===== config.mk =====
export PLATFORM = sky130hd
export DESIGN_NAME = partitioned_sparse_index_set_unit
export DESIGN_NICKNAME = d
export VERILOG_FILES = /design/src/sv/psis_pkg.sv /design/src/sv/psis_ram.sv /design/src/sv/psis_ctrl.sv /design/src/sv/psis_datapath.sv /design/src/sv/partitioned_sparse_index_set_unit.sv
export SDC_FILE = /design/constraint.sdc
export NUM_CORES = 1
export LEC_CHECK = 0
export BUFFER_PORTS_ARGS = -buffer_cell sky130_fd_sc_hd__buf_4
export CAP_MARGIN = 20
export CORE_MARGIN = 10
export CORE_UTILIZATION = 55
export CTS_CLUSTER_SIZE = 10
export DETAILED_ROUTE_END_ITERATION = 16
export MAX_ROUTING_LAYER = met4
export PLACE_DENSITY = 0.72
export SETUP_SLACK_MARGIN = 0.3
export SYNTH_ARGS = -nofsm -noshare
export SYNTH_HDL_FRONTEND = slang
export SYNTH_SLANG_ARGS = --single-unit

===== constraint.sdc =====
create_clock -name clk -period 15.3 [get_ports clk]
set_input_delay 1.53 -clock clk [delete_from_list [all_inputs] [get_ports clk]]
set_output_delay 1.53 -clock clk [all_outputs]
set_load 0.03 [all_outputs]

===== src/sv/psis_pkg.sv =====
`default_nettype none

package psis_pkg;

	localparam int CAPACITY = 64;
	localparam int IDX_W    = $clog2(CAPACITY);
	localparam int CNT_W    = IDX_W + 1;
	localparam int SUM_W    = CNT_W + 1;

	typedef enum logic [2:0] {
		OP_INSERT,
		OP_REMOVE,
		OP_CLEAR,
		OP_NTH_PRESENT,
		OP_NTH_LOW,
		OP_NTH_HIGH,
		OP_NTH_MISS_LOW,
		OP_NTH_MISS_HIGH
	} op_t;

	typedef enum logic [2:0] {
		ST_INIT,
		ST_IDLE,
		ST_DECODE,
		ST_SWAP_A,
		ST_SWAP_B,
		ST_QUERY,
		ST_CLEAR,
		ST_FINISH
	} state_t;

	// controller -> datapath
	typedef struct packed {
		logic load;
		logic wipe;
		logic sweep;
		logic swap_a;
		logic swap_b;
		logic query_cap;
		logic emit;
	} cmd_t;

	// datapath -> controller
	typedef struct packed {
		op_t  op;
		logic act;
		logic sweep_last;
		logic out_free;
	} status_t;

endpackage

`default_nettype wire


===== src/sv/psis_ram.sv =====
`default_nettype none

module psis_ram #(
	parameter int WIDTH = 8,
	parameter int DEPTH = 64,
	localparam int AW = $clog2(DEPTH)
) (
	input  logic             clk,
	input  logic             we,
	input  logic [AW-1:0]    waddr,
	input  logic [WIDTH-1:0] wdata,
	input  logic [AW-1:0]    raddr,
	output logic [WIDTH-1:0] rdata
);

	logic [WIDTH-1:0] mem [DEPTH];
	logic [WIDTH-1:0] rdata_q;

	always_ff @(posedge clk) begin
		if (we) begin
			mem[waddr] <= wdata;
		end
		rdata_q <= mem[raddr];
	end

	assign rdata = rdata_q;

endmodule

`default_nettype wire


===== src/sv/psis_ctrl.sv =====
`default_nettype none

module psis_ctrl (
	input  logic              clk,
	input  logic              arst_n,
	input  logic              in_valid,
	output logic              in_ready,
	input  psis_pkg::status_t status,
	output psis_pkg::cmd_t    cmd
);

	import psis_pkg::*;

	state_t state_q;
	state_t state_d;

	always_ff @(posedge clk or negedge arst_n) begin
		if (!arst_n) begin
			state_q <= ST_INIT;
		end else begin
			state_q <= state_d;
		end
	end

	always_comb begin
		state_d  = state_q;
		cmd      = '0;
		in_ready = 1'b0;
		unique case (state_q)
			ST_INIT: begin
				cmd.sweep = 1'b1;
				if (status.sweep_last) begin
					state_d = ST_IDLE;
				end
			end
			ST_IDLE: begin
				in_ready = 1'b1;
				if (in_valid) begin
					cmd.load = 1'b1;
					state_d  = ST_DECODE;
				end
			end
			ST_DECODE: begin
				unique case (status.op)
					OP_INSERT, OP_REMOVE: begin
						state_d = status.act ? ST_SWAP_A : ST_FINISH;
					end
					OP_CLEAR: begin
						cmd.wipe = 1'b1;
						state_d  = ST_CLEAR;
					end
					OP_NTH_PRESENT, OP_NTH_LOW, OP_NTH_HIGH,
					OP_NTH_MISS_LOW, OP_NTH_MISS_HIGH: begin
						state_d = ST_QUERY;
					end
				endcase
			end
			ST_SWAP_A: begin
				cmd.swap_a = 1'b1;
				state_d    = ST_SWAP_B;
			end
			ST_SWAP_B: begin
				cmd.swap_b = 1'b1;
				state_d    = ST_FINISH;
			end
			ST_QUERY: begin
				cmd.query_cap = 1'b1;
				state_d       = ST_FINISH;
			end
			ST_CLEAR: begin
				cmd.sweep = 1'b1;
				if (status.sweep_last) begin
					state_d = ST_FINISH;
				end
			end
			ST_FINISH: begin
				if (status.out_free) begin
					cmd.emit = 1'b1;
					state_d  = ST_IDLE;
				end
			end
		endcase
	end

endmodule

`default_nettype wire


===== src/sv/psis_datapath.sv =====
`default_nettype none

module psis_datapath (
	input  logic                       clk,
	input  logic                       arst_n,
	input  psis_pkg::cmd_t             cmd,
	output psis_pkg::status_t          status,
	input  logic [2:0]                 operation,
	input  logic [psis_pkg::IDX_W-1:0] element,
	input  logic [psis_pkg::IDX_W-1:0] rank,
	input  logic                       cfg_wr_en,
	input  logic [psis_pkg::CNT_W-1:0] pivot_index,
	output logic                       out_valid,
	input  logic                       out_ready,
	output logic [psis_pkg::CNT_W-1:0] found_index,
	output logic                       is_member,
	output logic [psis_pkg::CNT_W-1:0] member_count,
	output logic [psis_pkg::CNT_W-1:0] high_count
);

	import psis_pkg::*;

	// item registers
	op_t              op_q;
	logic [IDX_W-1:0] elem_q;
	logic [IDX_W-1:0] rank_q;

	// set state
	logic [CNT_W-1:0]    pivot_q;
	logic [CAPACITY-1:0] presence_q;
	logic [CNT_W-1:0]    total_q;
	logic [CNT_W-1:0]    high_q;
	logic [IDX_W-1:0]    sweep_q;

	// swap scratch and query answer
	logic [IDX_W-1:0] other_q;
	logic [IDX_W-1:0] posn_q;
	logic [CNT_W-1:0] found_q;

	// output register
	logic             out_valid_q;
	logic [CNT_W-1:0] found_index_q;
	logic             is_member_q;
	logic [CNT_W-1:0] member_count_q;
	logic [CNT_W-1:0] high_count_q;

	logic [CNT_W-1:0] pv;
	logic [CNT_W-1:0] low;
	logic             present;
	logic             high_side;
	logic             sweep_last;
	logic [SUM_W-1:0] pv_s, high_s, low_s, n_s, cap_s;
	logic [SUM_W-1:0] ins_slot, rem_slot, upd_slot;
	logic             ins_ok, rem_ok, act, is_update;
	logic [SUM_W-1:0] q_addr, q_m, q_miss, q_rest;
	logic             q_hit;

	logic             ord_we, pos_we;
	logic [IDX_W-1:0] ord_waddr, ord_wdata, pos_waddr, pos_wdata;
	logic [IDX_W-1:0] ord_raddr, ord_rdata, pos_rdata;

	assign pv        = (pivot_q >= CNT_W'(CAPACITY)) ? CNT_W'(CAPACITY) : pivot_q;
	assign low       = total_q - high_q;
	assign present   = presence_q[elem_q];
	assign high_side = {1'b0, elem_q} >= pv;
	assign sweep_last = (sweep_q == IDX_W'(CAPACITY - 1));

	assign pv_s   = SUM_W'(pv);
	assign high_s = SUM_W'(high_q);
	assign low_s  = SUM_W'(low);
	assign n_s    = SUM_W'(rank_q);
	assign cap_s  = SUM_W'(CAPACITY);

	// boundary slot of the element's region
	assign ins_slot = high_side ? pv_s + high_s : low_s;
	assign rem_slot = high_side ? pv_s + high_s - SUM_W'(1) : low_s - SUM_W'(1);
	assign ins_ok   = !present && (ins_slot < cap_s);
	assign rem_ok   = present && (high_side ? (high_q != '0) : (low != '0)) &&
	                  (rem_slot < cap_s);
	assign is_update = (op_q == OP_INSERT) || (op_q == OP_REMOVE);
	assign upd_slot  = (op_q == OP_INSERT) ? ins_slot : rem_slot;
	assign act       = (op_q == OP_INSERT) ? ins_ok :
	                   (op_q == OP_REMOVE) ? rem_ok : 1'b0;

	always_comb begin
		q_hit  = 1'b0;
		q_addr = '0;
		q_m    = n_s - low_s;
		q_miss = '0;
		q_rest = cap_s - pv_s;
		unique case (op_q)
			OP_NTH_PRESENT: begin
				if (n_s < low_s) begin
					q_hit  = 1'b1;
					q_addr = n_s;
				end else if ((q_m < high_s) && (pv_s + q_m < cap_s)) begin
					q_hit  = 1'b1;
					q_addr = pv_s + q_m;
				end
			end
			OP_NTH_LOW: begin
				if (n_s < low_s) begin
					q_hit  = 1'b1;
					q_addr = n_s;
				end
			end
			OP_NTH_HIGH: begin
				if ((n_s < high_s) && (pv_s + n_s < cap_s)) begin
					q_hit  = 1'b1;
					q_addr = pv_s + n_s;
				end
			end
			OP_NTH_MISS_LOW: begin
				q_miss = (pv_s > low_s) ? pv_s - low_s : '0;
				if (n_s < q_miss) begin
					q_hit  = 1'b1;
					q_addr = low_s + n_s;
				end
			end
			OP_NTH_MISS_HIGH: begin
				q_miss = (q_rest > high_s) ? q_rest - high_s : '0;
				if (n_s < q_miss) begin
					q_hit  = 1'b1;
					q_addr = pv_s + high_s + n_s;
				end
			end
			OP_INSERT, OP_REMOVE, OP_CLEAR: begin
				q_hit = 1'b0;
			end
		endcase
	end

	assign ord_raddr = is_update ? upd_slot[IDX_W-1:0] : q_addr[IDX_W-1:0];

	// table write ports: identity sweep, then the two halves of a swap
	always_comb begin
		ord_we    = 1'b0;
		pos_we    = 1'b0;
		ord_waddr = sweep_q;
		ord_wdata = sweep_q;
		pos_waddr = sweep_q;
		pos_wdata = sweep_q;
		if (cmd.sweep) begin
			ord_we = 1'b1;
			pos_we = 1'b1;
		end else if (cmd.swap_a) begin
			ord_we    = 1'b1;
			pos_we    = 1'b1;
			ord_waddr = upd_slot[IDX_W-1:0];
			ord_wdata = elem_q;
			pos_waddr = elem_q;
			pos_wdata = upd_slot[IDX_W-1:0];
		end else if (cmd.swap_b) begin
			ord_we    = 1'b1;
			pos_we    = 1'b1;
			ord_waddr = posn_q;
			ord_wdata = other_q;
			pos_waddr = other_q;
			pos_wdata = posn_q;
		end
	end

	psis_ram #(.WIDTH(IDX_W), .DEPTH(CAPACITY)) u_order (
		.clk   (clk),
		.we    (ord_we),
		.waddr (ord_waddr),
		.wdata (ord_wdata),
		.raddr (ord_raddr),
		.rdata (ord_rdata)
	);

	psis_ram #(.WIDTH(IDX_W), .DEPTH(CAPACITY)) u_position (
		.clk   (clk),
		.we    (pos_we),
		.waddr (pos_waddr),
		.wdata (pos_wdata),
		.raddr (elem_q),
		.rdata (pos_rdata)
	);

	always_ff @(posedge clk or negedge arst_n) begin
		if (!arst_n) begin
			pivot_q     <= '0;
			presence_q  <= '0;
			total_q     <= '0;
			high_q      <= '0;
			sweep_q     <= '0;
			out_valid_q <= 1'b0;
		end else begin
			if (cfg_wr_en) begin
				pivot_q <= pivot_index;
			end
			if (cmd.sweep) begin
				sweep_q <= sweep_last ? '0 : sweep_q + IDX_W'(1);
			end
			if (cmd.wipe) begin
				presence_q <= '0;
				total_q    <= '0;
				high_q     <= '0;
			end else if (cmd.swap_b) begin
				presence_q[elem_q] <= (op_q == OP_INSERT);
				if (op_q == OP_INSERT) begin
					total_q <= total_q + CNT_W'(1);
					high_q  <= high_q + CNT_W'(high_side);
				end else begin
					total_q <= total_q - CNT_W'(1);
					high_q  <= high_q - CNT_W'(high_side);
				end
			end
			if (cmd.emit) begin
				out_valid_q <= 1'b1;
			end else if (out_ready) begin
				out_valid_q <= 1'b0;
			end
		end
	end

	always_ff @(posedge clk) begin
		if (cmd.load) begin
			op_q    <= op_t'(operation);
			elem_q  <= element;
			rank_q  <= rank;
			found_q <= CNT_W'(CAPACITY);
		end
		if (cmd.swap_a) begin
			other_q <= ord_rdata;
			posn_q  <= pos_rdata;
		end
		if (cmd.query_cap && q_hit) begin
			found_q <= {1'b0, ord_rdata};
		end
		if (cmd.emit) begin
			found_index_q  <= found_q;
			is_member_q    <= presence_q[elem_q];
			member_count_q <= total_q;
			high_count_q   <= high_q;
		end
	end

	assign status.op         = op_q;
	assign status.act        = act;
	assign status.sweep_last = sweep_last;
	assign status.out_free   = !out_valid_q || out_ready;

	assign out_valid    = out_valid_q;
	assign found_index  = found_index_q;
	assign is_member    = is_member_q;
	assign member_count = member_count_q;
	assign high_count   = high_count_q;

endmodule

`default_nettype wire


===== src/sv/partitioned_sparse_index_set_unit.sv =====
// Channel   Direction  Handshake            Payload
// in        input      in_valid/in_ready    operation, element, rank
// out       output     out_valid/out_ready  found_index, is_member, member_count, high_count
// cfg       input      cfg_wr_en            pivot_index
//
// A new input is taken only once the last item is done: a query passes decode and query,
// an insert or remove that moves an entry passes decode, SWAP_A and SWAP_B, one that
// changes nothing skips the swap, and a clear sweeps every entry. The order and
// position RAMs have one write port each and a registered read, so a swap reads both
// and writes them in SWAP_A and SWAP_B. Reset starts an identity fill of both RAMs;
// in_ready stays low until it ends. One output register holds a finished result; the
// next item is taken while it waits and holds in its last step until the register frees.
`default_nettype none

module partitioned_sparse_index_set_unit (
	input  logic                       clk,
	input  logic                       arst_n,
	input  logic                       in_valid,
	output logic                       in_ready,
	input  logic [2:0]                 operation,
	input  logic [psis_pkg::IDX_W-1:0] element,
	input  logic [psis_pkg::IDX_W-1:0] rank,
	output logic                       out_valid,
	input  logic                       out_ready,
	output logic [psis_pkg::CNT_W-1:0] found_index,
	output logic                       is_member,
	output logic [psis_pkg::CNT_W-1:0] member_count,
	output logic [psis_pkg::CNT_W-1:0] high_count,
	input  logic                       cfg_wr_en,
	input  logic [psis_pkg::CNT_W-1:0] pivot_index
);

	import psis_pkg::*;

	cmd_t    cmd;
	status_t status;

	// Sequencer: accept one item, step it through decode, swap, query or clear sweep,
	// and hand the result to the output register.
	psis_ctrl u_ctrl (
		.clk      (clk),
		.arst_n   (arst_n),
		.in_valid (in_valid),
		.in_ready (in_ready),
		.status   (status),
		.cmd      (cmd)
	);

	// Datapath: presence bits, counts, pivot, the two permutation RAMs
	// (order and its inverse) and the output register.
	psis_datapath u_dp (
		.clk          (clk),
		.arst_n       (arst_n),
		.cmd          (cmd),
		.status       (status),
		.operation    (operation),
		.element      (element),
		.rank         (rank),
		.cfg_wr_en    (cfg_wr_en),
		.pivot_index  (pivot_index),
		.out_valid    (out_valid),
		.out_ready    (out_ready),
		.found_index  (found_index),
		.is_member    (is_member),
		.member_count (member_count),
		.high_count   (high_count)
	);

endmodule

`default_nettype wire


# After elaboration in Yosys (flattened, before gate mapping)
# Memories as Yosys holds them, arrays and structs flattened. A register that Yosys moved wholly into a read port is not among the register bits.
# Index checks and enable logic that the tools add are counted.
[totals] reg_bits=151 ram_bits=768 in_bits=27 out_inout_bits=24 word_cells=166 n_memories=2
[classes] addsub=17 magnitude_cmp=15 n_eq_ne=19 muxes=71 reduce_logical=24
[mem_list] name="u_dp.u_order.mem" depth=64 word_bits=6 rd=1 rd_clocked_by_memory_dff=1 write_ports=1 line_no="psis_ram.sv:16" source="logic [WIDTH-1:0] mem [DEPTH];"
[mem_list] name="u_dp.u_position.mem" depth=64 word_bits=6 rd=1 rd_clocked_by_memory_dff=1 write_ports=1 line_no="psis_ram.sv:16"
[op_table] cell="$mux W64" n=2
[op_table] cell="$mux W6" n=17
[op_table] cell="$bwmux W64" n=1
[op_table] cell="$mux W7" n=7
[op_table] cell="$lt A8 B7 Y1 const B" n=4
[op_table] cell="$mux W8" n=4
[op_table] cell="$pmux W6 S5" n=1
[op_table] cell="$mux W1" n=29
[op_table] cell="$eq A3 B3 Y1 const B" n=8
[op_table] cell="$pmux W3 S7" n=1
[op_table] cell="$lt A6 B8 Y1" n=2
[op_table] cell="$mux W3" n=5
[op_table] cell="$lt A6 B7 Y1" n=2
[op_table] cell="$reduce_bool A7 Y1" n=2
[op_table] cell="$add A6 B6 Y6" n=2
[op_table] cell="$eq A3 B2 Y1 const B" n=4
[op_table] cell="$pmux W3 S3" n=1
[op_table] cell="$add A7 B6 Y8" n=1
[op_table] cell="$add A7 B7 Y8" n=1
[op_table] cell="$add A7 B8 Y8" n=1
[op_table] cell="$gt A8 B7 Y1" n=1
[op_table] cell="$lt A8 B7 Y1" n=1
[op_table] cell="$sub A6 B7 Y8" n=1
[op_table] cell="$sub A7 B1 Y8 const B" n=1
[op_table] cell="31 further kinds" n=47

# Logic depth before layout (Yosys ltp)
[logic_depth] ltp_word=12 mapped_depth=30 depth_no_buf=27

# By module
# Synthesis repeated with hierarchy kept, for this count alone.
[hier_totals] hier_cells=2628 area_unflattened_um2=41481.0
[modules_own_cells] module="psis_ram" n_inst=2 cells_each=720 area_each_um2=15225.9 seq_area_each_um2=11651.2
[modules_own_cells] module="psis_datapath" n_inst=1 cells_each=1151 area_each_um2=10747.8 seq_area_each_um2=3973.8
[modules_own_cells] module="psis_ctrl" n_inst=1 cells_each=37 area_each_um2=281.5 seq_area_each_um2=75.1

# Least setup slack after synthesis
# No wires, ideal clock.
[synth_timing] path_kind="reg-to-reg" startpoint="register u_dp.pivot_q[6]" endpoint="memory u_dp.u_order.mem[27][0] (netlist bit), enable pin" setup_time_ps=357 t_arrival_ps=6483 required_time_ps=14943 path_slack_ps=8459 stages_incl_launch_ff=16 n_path_buf=2 synth_period_minus_slack_ps=6841 cell_sequence="dfrtp_1 buf_4 nor2b_1 ha_1 nand2b_1 a21o_1 a21oi_2 buf_2 mux2i_1 ha_1 mux2i_1 o22ai_1 a222oi_1 and2_1 nand2_1 nor2_1"
[synth_via] elab_chain_len=8 word_cells_on_any_way=10 classes_between="add/sub (2); order compare (2); mux (6)"
[synth_rtl] item="start: declaration" line_no="psis_datapath.sv:29" source="logic [CNT_W-1:0] pivot_q;"
[synth_rtl] item="start signal: assignment" line_no="psis_datapath.sv:191" source="pivot_q <= pivot_index;"
[synth_rtl] item="$ge A7 B7 Y1" line_no="psis_datapath.sv:62" source="assign pv = (pivot_q >= CNT_W'(CAPACITY)) ? CNT_W'(CAPACITY) : pivot_q;"
[synth_rtl] item="$mux W7 *" line_no="psis_datapath.sv:62"
[synth_rtl] item="$add A7 B7 Y8" line_no="psis_datapath.sv:75, psis_datapath.sv:76"
[synth_rtl] item="$sub A8 B1 Y8" line_no="psis_datapath.sv:76" source="assign rem_slot = high_side ? pv_s + high_s - SUM_W'(1) : low_s - SUM_W'(1);"
[synth_rtl] item="$mux W8" line_no="psis_datapath.sv:76"
[synth_rtl] item="$mux W6 *" line_no="psis_datapath.sv:81" source="assign upd_slot = (op_q == OP_INSERT) ? ins_slot : rem_slot;"
[synth_rtl] item="$mux W6 *" line_no="psis_datapath.sv:146" source="end else if (cmd.swap_a) begin"
[synth_rtl] item="$mux W6 *" line_no="psis_datapath.sv:143" source="if (cmd.sweep) begin"
[synth_rtl] item="via u_dp.ord_waddr[1]" line_no="psis_datapath.sv:59" source="logic [IDX_W-1:0] ord_waddr, ord_wdata, pos_waddr, pos_wdata;"
[synth_rtl] item="end: declaration" line_no="psis_ram.sv:16"
# The timed path passes the listed nets; every way through them passes the cells marked *.

# Worst setup path in the final report
[layout_timing] startpoint="register u_dp.high_q[1]" endpoint="register u_dp.u_order.rdata_q[0] (netlist: u_dp.u_order.rdata[0]) (read register of u_dp.u_order.mem)"
[layout_via] elab_chain_len=9 word_cells_on_any_way=33 classes_between="add/sub (10); order compare (8); mux (13); reduce/logical (2)"
[layout_rtl] item="start: declaration" line_no="psis_datapath.sv:32" source="logic [CNT_W-1:0] high_q;"
[layout_rtl] item="start signal: assignment" line_no="psis_datapath.sv:204" source="high_q <= high_q + CNT_W'(high_side);"
[layout_rtl] item="start signal: assignment" line_no="psis_datapath.sv:207" source="high_q <= high_q - CNT_W'(high_side);"
[layout_rtl] item="$sub A7 B7 Y7" line_no="psis_datapath.sv:63" source="assign low = total_q - high_q;"
[layout_rtl] item="$sub A6 B7 Y8" line_no="psis_datapath.sv:88" source="q_m = n_s - low_s;"
[layout_rtl] item="$add A7 B8 Y8" line_no="psis_datapath.sv:96" source="end else if ((q_m < high_s) && (pv_s + q_m < cap_s)) begin"
[layout_rtl] item="$lt A8 B7 Y1" line_no="psis_datapath.sv:96"
[layout_rtl] item="$logic_and A1 B1 Y1" line_no="psis_datapath.sv:96"
[layout_rtl] item="$mux W6" line_no="psis_datapath.sv:96"
[layout_rtl] item="$mux W6" line_no="psis_datapath.sv:93" source="if (n_s < low_s) begin"
[layout_rtl] item="$pmux W6 S5" line_no="psis_datapath.sv:91" source="unique case (op_q)"
[layout_rtl] item="$mux W6 *" line_no="psis_datapath.sv:133" source="assign ord_raddr = is_update ? upd_slot[IDX_W-1:0] : q_addr[IDX_W-1:0];"
[layout_rtl] item="end: declaration" line_no="psis_ram.sv:17" source="logic [WIDTH-1:0] rdata_q;"
# Mark *: on every way between the ends. The rest lies on a longest branch, timed or not.
# A chain may end at the register's enable or synchronous reset.

==> report_table.html <==
<table>
<tr><th>Metric</th><th>Value</th></tr>
<tr><th colspan="2">Status</th></tr>
<tr><td>Status</td><td>completed</td></tr>
<tr><th colspan="2">Synthesis</th></tr>
<tr><td>Mux share of post-synthesis cell area</td><td>3.35%</td></tr>
<tr><td>Compound-cell area share of the yosys netlist</td><td>12.6%</td></tr>
<tr><td>Net count after synthesis</td><td>3,115</td></tr>
<tr><td>Post-Synthesis Cells</td><td>2,979</td></tr>
<tr><td>Warnings, synthesis</td><td>0</td></tr>
<tr><td>Seq cells post-synth</td><td>between 900 and 1k</td></tr>
<tr><td>Post-synthesis async set-or-reset flop share</td><td>10.2%</td></tr>
<tr><td>Syn avg cell area</td><td>around 14 sq um</td></tr>
<tr><td>Post-synthesis share of cell area spent on xor and xnor gates</td><td>1.17%</td></tr>
<tr><td>Number of enable-type register cells in the synthesized netlist</td><td>823</td></tr>
<tr><td>Adder and majority gate portion of the synthesized area</td><td>~3.6%</td></tr>
<tr><td>Cell type with the largest total area after synthesis</td><td>sky130_fd_sc_hd__edfxtp_1</td></tr>
<tr><td>Post-Synthesis Cell Area</td><td>40,600 sq um</td></tr>
<tr><td>Simple-gate area share of the yosys netlist</td><td>9.69%</td></tr>
<tr><td>Distinct cell type count of the synthesized netlist</td><td>93</td></tr>
<tr><td>Area share of the largest cell type after synthesis</td><td>~61%</td></tr>
<tr><td>Dominant cells by area after synthesis</td><td>sky130_fd_sc_hd__edfxtp_1, sky130_fd_sc_hd__dfrtp_1, sky130_fd_sc_hd__a22oi_1</td></tr>
<tr><td>Most instantiated flip-flop cell in the synthesis netlist</td><td>sky130_fd_sc_hd__edfxtp_1</td></tr>
<tr><td>Sequential-to-total area share from yosys stat</td><td>67.4%</td></tr>
<tr><td>Main combinational cell family by area after synthesis</td><td>compound AO/OA/AOI/OAI gates</td></tr>
<tr><th colspan="2">Clock network</th></tr>
<tr><td>Setup Buffers After CTS</td><td>0</td></tr>
<tr><td>TritonCTS clock tree</td><td>done</td></tr>
<tr><td>Clk pin slew, worst setup/hold paths</td><td>0.06 ns</td></tr>
<tr><td>Deepest level of the CTS H-tree</td><td>3</td></tr>
<tr><td>Clock network latency to the later pin of the worst-skew pair</td><td>0.71 ns</td></tr>
<tr><td>TritonCTS Buffers</td><td>approximately 110</td></tr>
<tr><td>Clock tree root buffer cell</td><td>sky130_fd_sc_hd__clkbuf_16</td></tr>
<tr><td>Total number of clock tree sinks</td><td>931</td></tr>
<tr><td>Number of buffers inserted by hold repair at cts</td><td>0</td></tr>
<tr><td>CTS Buffer Depth</td><td>3</td></tr>
<tr><td>Post-cts sizing count</td><td>0</td></tr>
<tr><th colspan="2">Global routing</th></tr>
<tr><td>Pin count of the biggest net entering global routing</td><td>98</td></tr>
<tr><td>Initial antenna violation count</td><td>0</td></tr>
<tr><td>Overall overflow remaining after global route</td><td>0</td></tr>
<tr><td>Via count of the first global-routing pass</td><td>26.2k</td></tr>
<tr><td>First-pass GRT wire length</td><td>162,000 um</td></tr>
<tr><td>Overall fraction of global-route tracks in use</td><td>25.3%</td></tr>
<tr><th colspan="2">Critical path</th></tr>
<tr><td>Crit path required time</td><td>around 16 ns</td></tr>
<tr><td>Cell-by-cell trace of the critical path</td><td>inv_1 &gt; ha_1 &gt; and3b_1 &gt; o21a_1 &gt; nor4_1 &gt; a311oi_1 &gt; ha_1 &gt; o21ai_0 &gt; and3b_1 &gt; xnor2_1 &gt; ha_1 &gt; o2bb2ai_1 &gt; nor4_1 &gt; o211ai_1 &gt; a211o_1 &gt; o31ai_1 &gt; nand2b_1 &gt; nand2_8 &gt; buf_4 &gt; mux2i_1 &gt; a32o_1 &gt; nor3_1 &gt; a31oi_1 &gt; nand4_1</td></tr>
<tr><td>Classification of the worst setup path</td><td>reg -&gt; reg</td></tr>
<tr><td>Critical Path Max Stage Delay</td><td>0.90 ns</td></tr>
<tr><td>Signal arrival time at the worst endpoint</td><td>8.53 ns</td></tr>
<tr><td>Highest fanout seen on the critical path</td><td>97</td></tr>
<tr><td>Startpoint Class</td><td>flop</td></tr>
<tr><td>Most common cell on crit path</td><td>sky130_fd_sc_hd__ha_1</td></tr>
<tr><td>Element type at the critical path end</td><td>flop</td></tr>
<tr><td>CP max stage cell</td><td>sky130_fd_sc_hd__buf_4</td></tr>
<tr><td>Largest delay contributor family on the critical path</td><td>compound AO/OA/AOI/OAI gates</td></tr>
<tr><td>Worst path bufs/invs</td><td>2</td></tr>
<tr><th colspan="2">Detailed routing</th></tr>
<tr><td>Total via count in the routed design</td><td>between 20k and 30k</td></tr>
<tr><td>WL final</td><td>107,000 um</td></tr>
<tr><td>Mean routed wirelength per cell</td><td>26.6 um</td></tr>
<tr><td>DR iter-0 viols</td><td>3,358</td></tr>
<tr><td>Number of search-and-repair iterations in the first detailed-routing pass</td><td>6</td></tr>
<tr><td>DRC violations left</td><td>0</td></tr>
<tr><td>Vias per Instance</td><td>around 6.6</td></tr>
<tr><td>Remaining number of nets flagged by the antenna check after routing</td><td>0</td></tr>
<tr><th colspan="2">Place</th></tr>
<tr><td>Worst slack at placement</td><td>7.48 ns</td></tr>
<tr><td>Final Wtd Congestion</td><td>0.940</td></tr>
<tr><td>Placed wire-length estimate after detailed placement</td><td>66,800 um</td></tr>
<tr><td>Port bufs</td><td>50</td></tr>
<tr><th colspan="2">Finish</th></tr>
<tr><td>Commonest cells after routing, fill and taps aside</td><td>sky130_fd_sc_hd__edfxtp_1, sky130_fd_sc_hd__nand2_1, sky130_fd_sc_hd__a22oi_1, sky130_fd_sc_hd__nor2_1, sky130_fd_sc_hd__mux2i_1</td></tr>
<tr><td>Post-Route Utilization</td><td>between 60 and 70%</td></tr>
<tr><td>Share of final-layout standard cells stronger than drive strength 1</td><td>under 10%</td></tr>
<tr><td>Final layout net count</td><td>3,164</td></tr>
<tr><td>ANT cells</td><td>0</td></tr>
<tr><td>Layout overhead on the synthesized area</td><td>10.7%</td></tr>
<tr><td>Most common cell after layout, fill and taps aside</td><td>sky130_fd_sc_hd__edfxtp_1</td></tr>
<tr><th colspan="2">STA</th></tr>
<tr><td>Final setup violating endpoints</td><td>0</td></tr>
<tr><td>Total Negative Setup Slacks</td><td>0 ns</td></tr>
<tr><td>Fin worst setup slack</td><td>roughly 7.3 ns</td></tr>
<tr><td>Fmax achieved</td><td>around 130 MHz</td></tr>
<tr><td>Relative max-transition margin</td><td>approximately a quarter</td></tr>
<tr><td>Minimum clock period</td><td>7.98 ns</td></tr>
<tr><td>Number of max-slew violations in the final report</td><td>0</td></tr>
<tr><td>Slew at the pin closest to its max-slew limit</td><td>1.08 ns</td></tr>
<tr><td>Setup repair after global routing missed its margin</td><td>no</td></tr>
<tr><td>Post-route clock period utilization</td><td>52.2%</td></tr>
<tr><td>Clk_skew</td><td>0.0808 ns</td></tr>
<tr><td>Final count of hold timing violations</td><td>0</td></tr>
<tr><th colspan="2">Pwr</th></tr>
<tr><td>Leak pwr</td><td>15.2 nW</td></tr>
<tr><td>Peak supply drop</td><td>~0.00018 V</td></tr>
<tr><td>Final total power</td><td>11.0 mW</td></tr>
<tr><td>Power per standard cell area</td><td>244 nW/um^2</td></tr>
<tr><th colspan="2">Floorplan</th></tr>
<tr><td>Starting utilization of the core area</td><td>55.5%</td></tr>
<tr><td>Die X</td><td>slightly below 300 um</td></tr>
<tr><td>Die span in y</td><td>292 um</td></tr>
<tr><td>Ports</td><td>51</td></tr>
<tr><td>Core ar.</td><td>between 70,000 and 80,000 sq um</td></tr>
<tr><td>Row cnt</td><td>between 90 and 100</td></tr>
<tr><td>Total die area</td><td>85,100 sq um</td></tr>
<tr><th colspan="2">Flow run</th></tr>
<tr><td>Max Cap Violations</td><td>0</td></tr>
<tr><th colspan="2">Worst hold path</th></tr>
<tr><td>Class of the worst hold path</td><td>reg -&gt; reg</td></tr>
</table>
worst paths after layout:
path	to	depth (start not counted)	slack, ns	startpoint
max	u_dp.u_order.rdata[0]	24	7.32	u_dp.high_q[1]
min	u_dp.posn_q[0]	0	0.40	u_dp.u_position.rdata[0]
max reg2reg	u_dp.u_order.rdata[0]	24	7.32	u_dp.high_q[1]
min reg2reg	u_dp.posn_q[0]	0	0.40	u_dp.u_position.rdata[0]
max in group asynchronous	u_dp.sweep_q[0]	2	13.25	arst_n
min in group asynchronous	u_dp.presence_q[57]	1	0.70	arst_n
worst register-to-register path, delay by kind of cell, from the launching register on:
family                   cells  cell delay, ns
buffers and inverters        2            1.23
adder cells (fa/ha/maj)      3            1.10
XOR/XNOR                     1            0.18
flip-flops                   1            0.59
AO/OA/AOI/OAI                9            2.74
AND/OR/NAND/NOR              8            1.72
multiplexers                 1            0.35
layout make-up:
type,instances,area (sq um)
Fill cell,5394,28200
Sequential cell,931,27400
Multi-Input combinational cell,1833,12500
Clock buffer,140,2760
Tap cell,959,1200
Timing Repair Buffer,95,713
Inverter,62,233
Clock inverter,12,205
per-layer routing:
layer / GRT usage (%) / vias to the layer above / wire length (um)
li1: - / 11700 / -
met1: 33.8 / 13200 / 43300
met2: 38.9 / 1471 / 50500
met3: 4.75 / 261 / 9920
met4: 8.45 / 0 / 3410
met5: - / - / 0
Yosys cell counts, types with 13 or more instances:
| cell type | n |
|---|---|
| sky130_fd_sc_hd__a21o_1 | 23 |
| sky130_fd_sc_hd__a21oi_1 | 77 |
| sky130_fd_sc_hd__a22oi_1 | 222 |
| sky130_fd_sc_hd__a31oi_1 | 30 |
| sky130_fd_sc_hd__a32o_1 | 69 |
| sky130_fd_sc_hd__a32oi_1 | 22 |
| sky130_fd_sc_hd__a41oi_1 | 22 |
| sky130_fd_sc_hd__and2_1 | 19 |
| sky130_fd_sc_hd__and3_1 | 15 |
| sky130_fd_sc_hd__buf_1 | 29 |
| sky130_fd_sc_hd__buf_2 | 37 |
| sky130_fd_sc_hd__clkbuf_1 | 77 |
| sky130_fd_sc_hd__dfrtp_1 | 95 |
| sky130_fd_sc_hd__dfxtp_1 | 13 |
| sky130_fd_sc_hd__edfxtp_1 | 823 |
| sky130_fd_sc_hd__ha_1 | 98 |
| sky130_fd_sc_hd__inv_1 | 55 |
| sky130_fd_sc_hd__mux2i_1 | 122 |
| sky130_fd_sc_hd__nand2_1 | 318 |
| sky130_fd_sc_hd__nand2b_1 | 20 |
| sky130_fd_sc_hd__nand3_1 | 87 |
| sky130_fd_sc_hd__nand4_1 | 50 |
| sky130_fd_sc_hd__nor2_1 | 206 |
| sky130_fd_sc_hd__nor2b_1 | 23 |
| sky130_fd_sc_hd__nor3_1 | 31 |
| sky130_fd_sc_hd__o211ai_1 | 25 |
| sky130_fd_sc_hd__o21ai_0 | 67 |
| sky130_fd_sc_hd__o22ai_1 | 37 |
| sky130_fd_sc_hd__xnor2_1 | 40 |
| sky130_fd_sc_hd__xor2_1 | 14 |
cells by family after synthesis:
kind of cell | count (synthesis)
buf+inv | 215
xor+xnor | 54
compound gates | 696
fa+ha+maj | 109
flops | 931
mux | 134
simple gates | 840
metrics by stage:
stage | hold slack (ns) | instances | instance area [sq um]
3_3_place_gp | 0.394 | 3880 | 42000
5_1_grt | 0.407 | 4032 | 44900
6_report | 0.401 | 4032 | 44900
4_1_cts | 0.402 | 4032 | 44900
3_5_place_dp | 0.389 | 3880 | 42000
2_1_floorplan | 0.386 | 2979 | 40600
power breakdown:
group	switching (mW)	total [mW]	internal, mW
clock	0.964	2.22	1.25
sequential	0.158	3.79	3.63
combinational	3.43	4.96	1.53
flip-flops by register name, indices dropped and copies added, names as in the netlist, 6 cells and up:
register	cells
u_dp.u_position.mem	384
u_dp.high_count	7
u_dp.rank_q	6
u_dp.pivot_q	7
u_dp.u_order.rdata	6
u_dp.total_q	7
u_dp.found_index	7
u_dp.found_q	7
u_dp.member_count	7
u_dp.posn_q	6
u_dp.elem_q	6
u_dp.sweep_q	6
u_dp.u_order.mem	384
u_dp.high_q	7
u_dp.u_position.rdata	6
u_dp.other_q	6
u_dp.presence_q	64
No activity file was read; power rests on OpenSTA's default activity.
